## src/hdl/bfba_pkg.sv

```systemverilog
// shared types, codes and reset table contents of the best-fit block allocator
// no dependencies; imported by the controller, the datapath and the top level

package bfba_pkg;

  // fixed field widths of the request and result transactions
  localparam int REQ_W     = 11;
  localparam int STATUS_W  = 2;
  localparam int START_W   = 10;
  localparam int LEFT_W    = 10;
  localparam int ENTRIES_W = 7;

  // result status codes
  localparam logic [STATUS_W-1:0] STAT_GRANTED = 2'd0;
  localparam logic [STATUS_W-1:0] STAT_NO_FIT  = 2'd1;
  localparam logic [STATUS_W-1:0] STAT_FULL    = 2'd2;
  localparam logic [STATUS_W-1:0] STAT_ZERO    = 2'd3;

  // the table starts out with four ranges
  localparam int INIT_ENTRIES = 4;
  localparam int INIT_IDX_W   = 2;
  localparam logic [INIT_IDX_W-1:0] INIT_LAST_IDX = 2'd3;

  typedef enum logic [2:0] {
    S_INIT,
    S_IDLE,
    S_SCAN,
    S_DECIDE,
    S_SHIFT,
    S_SPLIT,
    S_MARK,
    S_FINISH
  } state_t;

  typedef struct packed {
    logic init_step;
    logic load_req;
    logic scan_step;
    logic shift_init;
    logic shift_step;
    logic write_split;
    logic write_best;
    logic out_load;
  } cmd_t;

  typedef struct packed {
    logic init_last;
    logic req_zero;
    logic scan_issued;
    logic eval_busy;
    logic found;
    logic left_nz;
    logic table_full;
    logic shift_done;
  } stat_t;

  function automatic logic [15:0] init_first(input logic [INIT_IDX_W-1:0] idx);
    logic [15:0] v;
    case (idx)
      2'd0:    v = 16'd0;
      2'd1:    v = 16'd200;
      2'd2:    v = 16'd500;
      default: v = 16'd700;
    endcase
    return v;
  endfunction

  // last address of the first three ranges; the fourth ends at the top of memory
  function automatic logic [15:0] init_last(input logic [INIT_IDX_W-1:0] idx);
    logic [15:0] v;
    case (idx)
      2'd0:    v = 16'd199;
      2'd1:    v = 16'd499;
      default: v = 16'd699;
    endcase
    return v;
  endfunction

  function automatic logic init_used(input logic [INIT_IDX_W-1:0] idx);
    logic v;
    case (idx)
      2'd0:    v = 1'b1;
      2'd2:    v = 1'b1;
      default: v = 1'b0;
    endcase
    return v;
  endfunction

endpackage

```

## src/hdl/bfba_ram.sv

```systemverilog
// generic single-write, single-read ram with registered read data
// no dependencies; holds the range table of the allocator

module bfba_ram #(
  parameter int WIDTH = 21,
  parameter int DEPTH = 64
) (
  input  logic                     clk,
  input  logic                     we,
  input  logic [$clog2(DEPTH)-1:0] waddr,
  input  logic [WIDTH-1:0]         wdata,
  input  logic [$clog2(DEPTH)-1:0] raddr,
  output logic [WIDTH-1:0]         rdata
);

  logic [WIDTH-1:0] mem [DEPTH];

  always_ff @(posedge clk) begin
    if (we) begin
      mem[waddr] <= wdata;
    end
    rdata <= mem[raddr];
  end

endmodule

```

## src/hdl/bfba_ctrl.sv

```systemverilog
// controller state machine of the allocator: sequences init, scan, shift and writes
// depends on bfba_pkg for the state, command and status types

module bfba_ctrl (
  input  logic           clk,
  input  logic           rst,
  input  logic           in_valid,
  input  logic           out_stall,
  input  bfba_pkg::stat_t stat,
  output bfba_pkg::cmd_t  cmd,
  output logic           in_stall,
  output logic           out_valid
);
  import bfba_pkg::*;

  state_t state, state_next;
  logic   out_free;

  assign out_free = !out_valid || !out_stall;

  always_ff @(posedge clk) begin
    if (rst) begin
      state <= S_INIT;
    end else begin
      state <= state_next;
    end
  end

  always_comb begin
    state_next = state;
    case (state)
      S_INIT: begin
        if (stat.init_last) state_next = S_IDLE;
      end
      S_IDLE: begin
        if (in_valid) state_next = S_SCAN;
      end
      S_SCAN: begin
        if (stat.req_zero) state_next = S_FINISH;
        else if (stat.scan_issued && !stat.eval_busy) state_next = S_DECIDE;
      end
      S_DECIDE: begin
        if (!stat.found) state_next = S_FINISH;
        else if (stat.left_nz && stat.table_full) state_next = S_FINISH;
        else if (stat.left_nz) state_next = S_SHIFT;
        else state_next = S_MARK;
      end
      S_SHIFT: begin
        if (stat.shift_done) state_next = S_SPLIT;
      end
      S_SPLIT: begin
        state_next = S_MARK;
      end
      S_MARK: begin
        state_next = S_FINISH;
      end
      S_FINISH: begin
        if (out_free) state_next = S_IDLE;
      end
      default: begin
        state_next = S_INIT;
      end
    endcase
  end

  always_comb begin
    cmd      = '0;
    in_stall = 1'b1;
    case (state)
      S_INIT: begin
        cmd.init_step = 1'b1;
      end
      S_IDLE: begin
        in_stall     = 1'b0;
        cmd.load_req = in_valid;
      end
      S_SCAN: begin
        cmd.scan_step = !stat.req_zero && !stat.scan_issued;
      end
      S_DECIDE: begin
        cmd.shift_init = stat.found && stat.left_nz && !stat.table_full;
      end
      S_SHIFT: begin
        cmd.shift_step = 1'b1;
      end
      S_SPLIT: begin
        cmd.write_split = 1'b1;
      end
      S_MARK: begin
        cmd.write_best = 1'b1;
      end
      S_FINISH: begin
        cmd.out_load = out_free;
      end
      default: begin
        cmd = '0;
      end
    endcase
  end

  always_ff @(posedge clk) begin
    if (rst) begin
      out_valid <= 1'b0;
    end else if (cmd.out_load) begin
      out_valid <= 1'b1;
    end else if (!out_stall) begin
      out_valid <= 1'b0;
    end
  end

endmodule

```

## src/hdl/bfba_datapath.sv

```systemverilog
// datapath of the allocator: range table ram, best-fit scan, shift and result registers
// depends on bfba_pkg and bfba_ram

module bfba_datapath #(
  parameter int TABLE_ENTRIES = 64,
  parameter int MEMORY_WORDS  = 1024
) (
  input  logic                             clk,
  input  logic                             rst,
  input  bfba_pkg::cmd_t                   cmd,
  input  logic [bfba_pkg::REQ_W-1:0]       request_size,
  output bfba_pkg::stat_t                  stat,
  output logic [bfba_pkg::STATUS_W-1:0]    status,
  output logic [bfba_pkg::START_W-1:0]     granted_start,
  output logic [bfba_pkg::LEFT_W-1:0]      leftover_size,
  output logic [bfba_pkg::ENTRIES_W-1:0]   entries_in_use
);
  import bfba_pkg::*;

  localparam int AW = $clog2(MEMORY_WORDS);
  localparam int IW = $clog2(TABLE_ENTRIES);
  localparam int CW = $clog2(TABLE_ENTRIES + 1);
  localparam int SW = (AW + 1 > REQ_W) ? AW + 1 : REQ_W;
  localparam int EW = 2 * AW + 1;

  // request and table fill
  logic [SW-1:0]         req;
  logic                  req_zero;
  logic [CW-1:0]         count;
  logic [INIT_IDX_W-1:0] init_idx;

  // scan state
  logic [CW-1:0] scan_idx;
  logic          eval_valid;
  logic [IW-1:0] eval_idx;
  logic          found;
  logic [IW-1:0] best_idx;
  logic [SW-1:0] best_left;
  logic [AW-1:0] best_first;
  logic [AW-1:0] best_last;

  // shift state
  logic [IW-1:0] shift_idx;
  logic          pend_valid;
  logic [IW-1:0] pend_addr;
  logic          shift_more;

  // set once the remainder entry is written, so filling the last slot still reads as a grant
  logic          split_done;

  // ram ports
  logic          we;
  logic [IW-1:0] waddr;
  logic [EW-1:0] wdata;
  logic [IW-1:0] raddr;
  logic [EW-1:0] rdata;

  // entry evaluation
  logic [AW-1:0] e_first;
  logic [AW-1:0] e_last;
  logic          e_used;
  logic [SW-1:0] e_size;
  logic [SW-1:0] e_left;
  logic          e_fit;
  logic          take;

  logic [AW-1:0]       split_first;
  logic [AW-1:0]       trim_last;
  logic [AW-1:0]       init_last_addr;
  logic [STATUS_W-1:0] res_status;

  bfba_ram #(
    .WIDTH(EW),
    .DEPTH(TABLE_ENTRIES)
  ) u_table (
    .clk  (clk),
    .we   (we),
    .waddr(waddr),
    .wdata(wdata),
    .raddr(raddr),
    .rdata(rdata)
  );

  assign e_first = rdata[AW-1:0];
  assign e_last  = rdata[2*AW-1:AW];
  assign e_used  = rdata[EW-1];
  assign e_size  = SW'(e_last) - SW'(e_first) + SW'(1);
  assign e_left  = e_size - req;
  assign e_fit   = !e_used && (e_last >= e_first) && (e_size >= req);
  assign take    = eval_valid && e_fit && (!found || (e_left < best_left));

  assign shift_more  = shift_idx > best_idx;
  assign split_first = AW'(SW'(best_first) + req);
  assign trim_last   = AW'(SW'(best_first) + req - SW'(1));

  assign init_last_addr = (init_idx == INIT_LAST_IDX) ? AW'(MEMORY_WORDS - 1)
                                                      : AW'(init_last(init_idx));

  assign raddr = cmd.shift_step ? shift_idx : scan_idx[IW-1:0];

  always_comb begin
    we    = 1'b0;
    waddr = '0;
    wdata = '0;
    if (cmd.init_step) begin
      we    = 1'b1;
      waddr = IW'(init_idx);
      wdata = {init_used(init_idx), init_last_addr, AW'(init_first(init_idx))};
    end else if (pend_valid) begin
      we    = 1'b1;
      waddr = pend_addr;
      wdata = rdata;
    end else if (cmd.write_split) begin
      we    = 1'b1;
      waddr = best_idx + IW'(1);
      wdata = {1'b0, best_last, split_first};
    end else if (cmd.write_best) begin
      we    = 1'b1;
      waddr = best_idx;
      wdata = {1'b1, (best_left != '0) ? trim_last : best_last, best_first};
    end
  end

  always_ff @(posedge clk) begin
    if (rst) begin
      init_idx   <= '0;
      count      <= CW'(INIT_ENTRIES);
      eval_valid <= 1'b0;
      pend_valid <= 1'b0;
      found      <= 1'b0;
      req_zero   <= 1'b0;
      scan_idx   <= '0;
      split_done <= 1'b0;
    end else begin
      if (cmd.init_step) init_idx <= init_idx + INIT_IDX_W'(1);
      if (cmd.write_split) count <= count + CW'(1);

      eval_valid <= cmd.scan_step;
      if (cmd.load_req) begin
        req_zero   <= (request_size == '0);
        scan_idx   <= '0;
        found      <= 1'b0;
        split_done <= 1'b0;
      end else begin
        if (cmd.scan_step) scan_idx <= scan_idx + CW'(1);
        if (take) found <= 1'b1;
        if (cmd.write_split) split_done <= 1'b1;
      end

      // each shift read lands one entry higher on the next cycle
      pend_valid <= cmd.shift_step && shift_more;
    end
  end

  always_ff @(posedge clk) begin
    if (cmd.load_req) req <= SW'(request_size);
    if (cmd.scan_step) eval_idx <= scan_idx[IW-1:0];
    if (take) begin
      best_idx   <= eval_idx;
      best_left  <= e_left;
      best_first <= e_first;
      best_last  <= e_last;
    end
    if (cmd.shift_init) begin
      shift_idx <= IW'(count - CW'(1));
    end else if (cmd.shift_step && shift_more) begin
      shift_idx <= shift_idx - IW'(1);
      pend_addr <= shift_idx + IW'(1);
    end
  end

  always_comb begin
    if (req_zero) res_status = STAT_ZERO;
    else if (!found) res_status = STAT_NO_FIT;
    else if ((best_left != '0) && !split_done && (count == CW'(TABLE_ENTRIES)))
      res_status = STAT_FULL;
    else res_status = STAT_GRANTED;
  end

  always_ff @(posedge clk) begin
    if (cmd.out_load) begin
      status         <= res_status;
      granted_start  <= (res_status == STAT_GRANTED) ? START_W'(best_first) : '0;
      leftover_size  <= (res_status == STAT_GRANTED) ? LEFT_W'(best_left) : '0;
      entries_in_use <= ENTRIES_W'(count);
    end
  end

  assign stat.init_last   = (init_idx == INIT_LAST_IDX);
  assign stat.req_zero    = req_zero;
  assign stat.scan_issued = (scan_idx == count);
  assign stat.eval_busy   = eval_valid;
  assign stat.found       = found;
  assign stat.left_nz     = (best_left != '0);
  assign stat.table_full  = (count == CW'(TABLE_ENTRIES));
  assign stat.shift_done  = !shift_more && !pend_valid;

endmodule

```

## src/hdl/best_fit_block_allocator.sv

```systemverilog
// best-fit block allocator, top level: joins the controller and the datapath
// depends on bfba_pkg, bfba_ctrl, bfba_datapath (and through it bfba_ram)

// Each request takes one range from a table of free and used address ranges kept in
// address order: the free range leaving the smallest remainder wins, ties to the lowest
// address, and a nonzero remainder is split off as a new free entry right after it.
// One request at a time is worked on. After reset the block loads the initial four ranges
// into the table ram and stalls requests meanwhile. The scan reads the table one entry per
// ram read through its single read port; when a split is made the later entries are then
// shifted up one place, and the writes and the result follow. A zero-size request skips
// the scan. The next request is taken once the result is registered, even while that
// result is still stalled.

module best_fit_block_allocator #(
  parameter int TABLE_ENTRIES = 64,
  parameter int MEMORY_WORDS  = 1024
) (
  input  logic                           clk,
  input  logic                           rst,
  input  logic                           in_valid,
  output logic                           in_stall,
  input  logic [bfba_pkg::REQ_W-1:0]     request_size,
  output logic                           out_valid,
  input  logic                           out_stall,
  output logic [bfba_pkg::STATUS_W-1:0]  status,
  output logic [bfba_pkg::START_W-1:0]   granted_start,
  output logic [bfba_pkg::LEFT_W-1:0]    leftover_size,
  output logic [bfba_pkg::ENTRIES_W-1:0] entries_in_use
);
  import bfba_pkg::*;

  cmd_t  cmd;
  stat_t stat;

  bfba_ctrl u_ctrl (
    .clk      (clk),
    .rst      (rst),
    .in_valid (in_valid),
    .out_stall(out_stall),
    .stat     (stat),
    .cmd      (cmd),
    .in_stall (in_stall),
    .out_valid(out_valid)
  );

  bfba_datapath #(
    .TABLE_ENTRIES(TABLE_ENTRIES),
    .MEMORY_WORDS (MEMORY_WORDS)
  ) u_datapath (
    .clk           (clk),
    .rst           (rst),
    .cmd           (cmd),
    .request_size  (request_size),
    .stat          (stat),
    .status        (status),
    .granted_start (granted_start),
    .leftover_size (leftover_size),
    .entries_in_use(entries_in_use)
  );

endmodule

```

## config.mk

```make
export PLATFORM = sky130hd
export DESIGN_NAME = best_fit_block_allocator
export DESIGN_NICKNAME = d
export VERILOG_FILES = /design/src/hdl/bfba_pkg.sv /design/src/hdl/bfba_ram.sv /design/src/hdl/bfba_ctrl.sv /design/src/hdl/bfba_datapath.sv /design/src/hdl/best_fit_block_allocator.sv
export SDC_FILE = /design/constraint.sdc
export NUM_CORES = 2
export LEC_CHECK = 0
export BUFFER_PORTS_ARGS = -buffer_cell sky130_fd_sc_hd__buf_2
export CAP_MARGIN = 10
export CORE_MARGIN = 3
export CORE_UTILIZATION = 35
export CTS_BUF_LIST = sky130_fd_sc_hd__clkbuf_16
export DETAILED_ROUTE_END_ITERATION = 12
export PLACE_DENSITY = 0.47
export SLEW_MARGIN = 25
export SYNTH_ARGS = -nofsm -noshare
export SYNTH_HDL_FRONTEND = slang
export SYNTH_SLANG_ARGS = --single-unit
export TNS_END_PERCENT = 1
```

## constraint.sdc

```tcl
create_clock -name clk -period 9.2 [get_ports clk]
set_input_delay 1.38 -clock clk [delete_from_list [all_inputs] [get_ports clk]]
set_output_delay 1.38 -clock clk [all_outputs]
set_load 0.02 [all_outputs]
```

==> impl_results.md <==
* Result of the run: complete, no violations
* Detailed route wirelength on metal2 at 80600 um
* Leakage power at 22.0 nW
* Area of the mapped netlist at 58900 um2
* Fmax at 186 MHz
* Slew at the pin closest to its max-slew limit at 1030 ps
* P per Cell Area at 295 nW/um2
* Final-report max-slew violation count at 0
* Unique cell type count in the Yosys netlist at 58
* Net count of the mapped netlist at 3156
* DRC violations left at 0
* Number of buffers created by CTS at 163
* WHS Path Cells at 0
* Final cell utilization of the core at 40.9%
* Tcrit/Tclk final at 58.5%
* Non-Filler Instances at 5565
* Standard cell area after detailed placement at 62800 um2
* Final hold violation count at 0
* Vias post-DR at 30393
* Area added between synthesis and finish at 15.3%
* Final Critical Period at 5390 ps
* Proportion of power drawn by combinational gates at 23.4%
* Worst reg2reg path startpoint: u_ctrl.state[2]$_SDFFE_PP0P_
* Yosys warning count at 0
* Area of the die at 173000 um2
* Count of max-cap constraint violations at 0
* Count of buffers from port buffering at 45
* Critical Path Source: u_ctrl.state[2]$_SDFFE_PP0P_
* Setup fix buffers added after clock tree synthesis at 0
* I/O pins at 46
* Switching power as a share of total power at 31.2%
* Path class of the lowest-slack min-delay path: reg2reg
* CP max FO at 89
* Critical Path End Type: flip-flop
* Deepest clock path buffer count at 3
* DR WL met3 at 9580 um
* Post-CTS sizing at 0
* Routed length on met1 at 72200 um
* Post-DR wirelength/cell at 29.9 um
* Clk sink count at 1485
* Syn avg cell area at 19.2 um2
* Cell accounting for the most synthesized area: edfxtp_1
* Share of final-layout standard cells stronger than drive strength 1 at 24.5%
* Num rows at 149
* Initial antenna violation count at 4
* Hold EP: u_datapath.best_idx[2]$_DFFE_PP_
* Antenna-violating nets left at 0
* Detailed Route WL at 166000 um
* Flop-to-flop setup slack at 3810 ps
* Number of global-route vias before repair at 31060
* All-layer global routing usage at 19.2%
* Data arrival time of the worst path at 5990 ps
* Cell at the root of the clock tree: clkbuf_16
* Net Sw Power at 6.24 mW
* Library cell contributing the largest single delay on the critical path: buf_4
* CP top delay family: simple AND/OR/NAND/NOR gates
* Share of the synthesized area in the top cell type at 73.3%
* Leading post-synthesis cells by cell area: edfxtp_1 73%, mux4_2 13%, dfxtp_1 1.6%, ha_1 1.5%, nand2_1 1.4%
* Setup repair after global routing missed its margin: no
* Crit path cell chain: nor3b_4 > mux2i_4 > buf_12 > buf_4 > mux4_2 > nand2_1 > a21oi_1 > nor4_1 > buf_4 > nand4_1
* Beginning of the worst hold path: u_datapath.eval_idx[2]$_DFFE_PP_
* Sum of negative setup slack at 0 ps
* Number of cells on the worst reg-to-reg path at 10
* Last weighted congestion value of the routability-driven placer at 0.811
* Die span in y at 416 um
* Wire length of the first global-routing pass at 236000 um
* Number of storage elements in the synthesis netlist at 1485
* Register area share after synthesis at 74.9%
* Placed wire-length estimate after detailed placement at 97100 um
* CP Class: reg2reg
* Destination of the worst register-to-register timing path: u_datapath.u_table.rdata[13]$_DFF_P_
* Number of detailed-routing iterations run before antenna repair at 6
* Total inserted antenna cells at 0
* Internal power of the cells at 13.8 mW
* Async set-reset flop share out of synthesis at 0%
* Count of routing violations after the opening detailed-route iteration at 2844
* Count of flip-flops with a built-in enable after synthesis at 1439
* Relative contribution of the clock network to total power at 30.8%
* CTS HTree Levels at 4
* Max rail drop VDD at 258 uV
* Library cell appearing most often on the critical path: buf_4
* Worst stage delay on the critical path at 840 ps
* Net count, final at 3332
* Core Region at 166000 um2
* Final non-filler cell area at 68000 um2
* Number of placed instances, taps included at 5264
* Largest net degree at the start of global routing at 92
* Clock latency on the worst-skew pair at 810 ps
* Post-detailed-route via-to-cell ratio at 5.46
* Highest metal used: met4
* Critical path required time at 9800 ps
* Relative slew slack at 31.1%
* Worst path bufs/invs at 3
* Clock tree from TritonCTS: yes
* Crit path launch type: flip-flop
* Maximum clock skew at final layout at 66.1 ps
* Setup violators final at 0
* Flip-flop cell with the highest count after synthesis: edfxtp_1
* Remaining global-route overflow at 0
* Worst-path clk slew at 60 ps
* Starting utilization of the core area at 35.5%
* Post-synthesis instance total at 3064
* Hold Buf Count CTS at 0
* Relative contribution of sequential cells to total power at 45.8%
* Die width at 416 um
[cell families after synthesis]
| family | after synthesis | synth area share, % |
|---|---|---|
| multiplexers | 355 | 13.2 |
| flip-flops | 1485 | 74.9 |
| AO/OA/AOI/OAI | 340 | 3.68 |
| adder cells (fa/ha/maj) | 77 | 1.72 |
| AND/OR/NAND/NOR | 535 | 4.20 |
| buffers and inverters | 220 | 1.55 |
| XOR/XNOR | 52 | 0.773 |
[flip-flops by register name, summed over array words and instances, names as in the netlist, 2 cells and up]
name,count
u_datapath.u_table.mem,1344
u_datapath.u_table.rdata,21
u_datapath.best_left,11
u_datapath.req,11
u_datapath.best_first,10
u_datapath.best_last,10
u_datapath.granted_start,10
u_datapath.leftover_size,10
u_datapath.count,7
u_datapath.entries_in_use,7
u_datapath.scan_idx,7
u_datapath.best_idx,6
u_datapath.eval_idx,6
u_datapath.pend_addr,6
u_datapath.shift_idx,6
u_ctrl.state,3
u_datapath.init_idx,2
u_datapath.status,2
[worst max path at each step]
stage | cells past startpoint | to
4_1_cts | 9 | u_datapath.u_table.rdata[13]$_DFF_P_
6_report | 10 | u_datapath.u_table.rdata[13]$_DFF_P_
2_1_floorplan | 23 | u_datapath.best_first[0]$_DFFE_PP_
3_3_place_gp | 9 | u_datapath.u_table.rdata[19]$_DFF_P_
5_1_grt | 19 | u_datapath.best_idx[5]$_DFFE_PP_
3_5_place_dp | 9 | u_datapath.u_table.rdata[13]$_DFF_P_
[cells in the mapped netlist, drive strengths merged (2+ instances only)]
cell    count
edfxtp   1439
mux4      336
nand2     225
nor2      120
a21oi     111
a22oi     108
clkbuf    102
ha         70
inv        69
buf        49
dfxtp      46
o21ai      45
nor4       31
nand4      30
xnor2      29
and2       24
nor3       24
xor2       23
nand3      17
mux2i      16
and3       12
nor2b      12
nand2b     11
a31oi      10
o211ai     10
a211oi      9
nor3b       9
a21o        8
a221oi      7
fa          7
or3         7
o22ai       6
o21bai      5
o31ai       5
o21a        4
mux2        3
nand3b      3
or2         3
a211o       2
a21boi      2
nor4b       2
o221ai      2
[metal layers]
layer,global-route usage (%),vias to the layer above
li1,-,12810
met1,26.6,16346
met2,31.3,1008
met3,3.48,229
met4,5.00,0
met5,0,-
[power by group through the flow]
stage / clock network [mW] / registers [mW] / logic (mW)
6_report: 6.17 / 9.17 / 4.68
5_1_grt: 6.61 / 9.18 / 5.16
4_1_cts: 6.32 / 9.16 / 4.76
3_5_place_dp: 0 / 9.30 / 4.75
3_3_place_gp: 0 / 9.29 / 4.59
2_1_floorplan: 0 / 9.32 / 2.68
[cell usage in the layout (no fill, tap or decap), types with 8 or more instances in the layout]
cell type,count
a21o_1,8
a21oi_1,107
a22oi_1,108
a31oi_1,10
and2_1,24
and3_1,12
buf_2,45
buf_4,113
clkbuf_16,164
clkinv_1,27
clkinv_2,23
dfxtp_1,46
edfxtp_1,1439
ha_1,70
inv_1,131
mux2i_1,14
mux4_2,336
nand2_1,223
nand2b_1,11
nand3_1,17
nand4_1,30
nor2_1,55
nor2_2,38
nor2_4,27
nor2b_1,12
nor3_1,16
nor3_2,8
nor4_1,25
o211ai_1,10
o21ai_0,39
xnor2_1,29
xor2_1,23
[cell type report]
type,count,area (um2)
repair buffers,162,1150
clock inverters,137,1010
inverters,69,259
well taps,2189,2740
multi-input cells,1359,14600
fillers,14645,98100
flip-flops and latches,1485,44100
clock buffers,164,4100
[metrics by stage]
stage | setup WS (ps) | hold WS, ps | total power [mW]
after floorplan | 3300 | 400 | 12.0
after global placement | 3610 | 408 | 13.9
after detailed placement | 3810 | 407 | 14.1
after CTS | 3830 | 413 | 20.2
after global routing | 3550 | 413 | 21.0
final | 3810 | 416 | 20.0
Power figures use the tool's default switching activity.
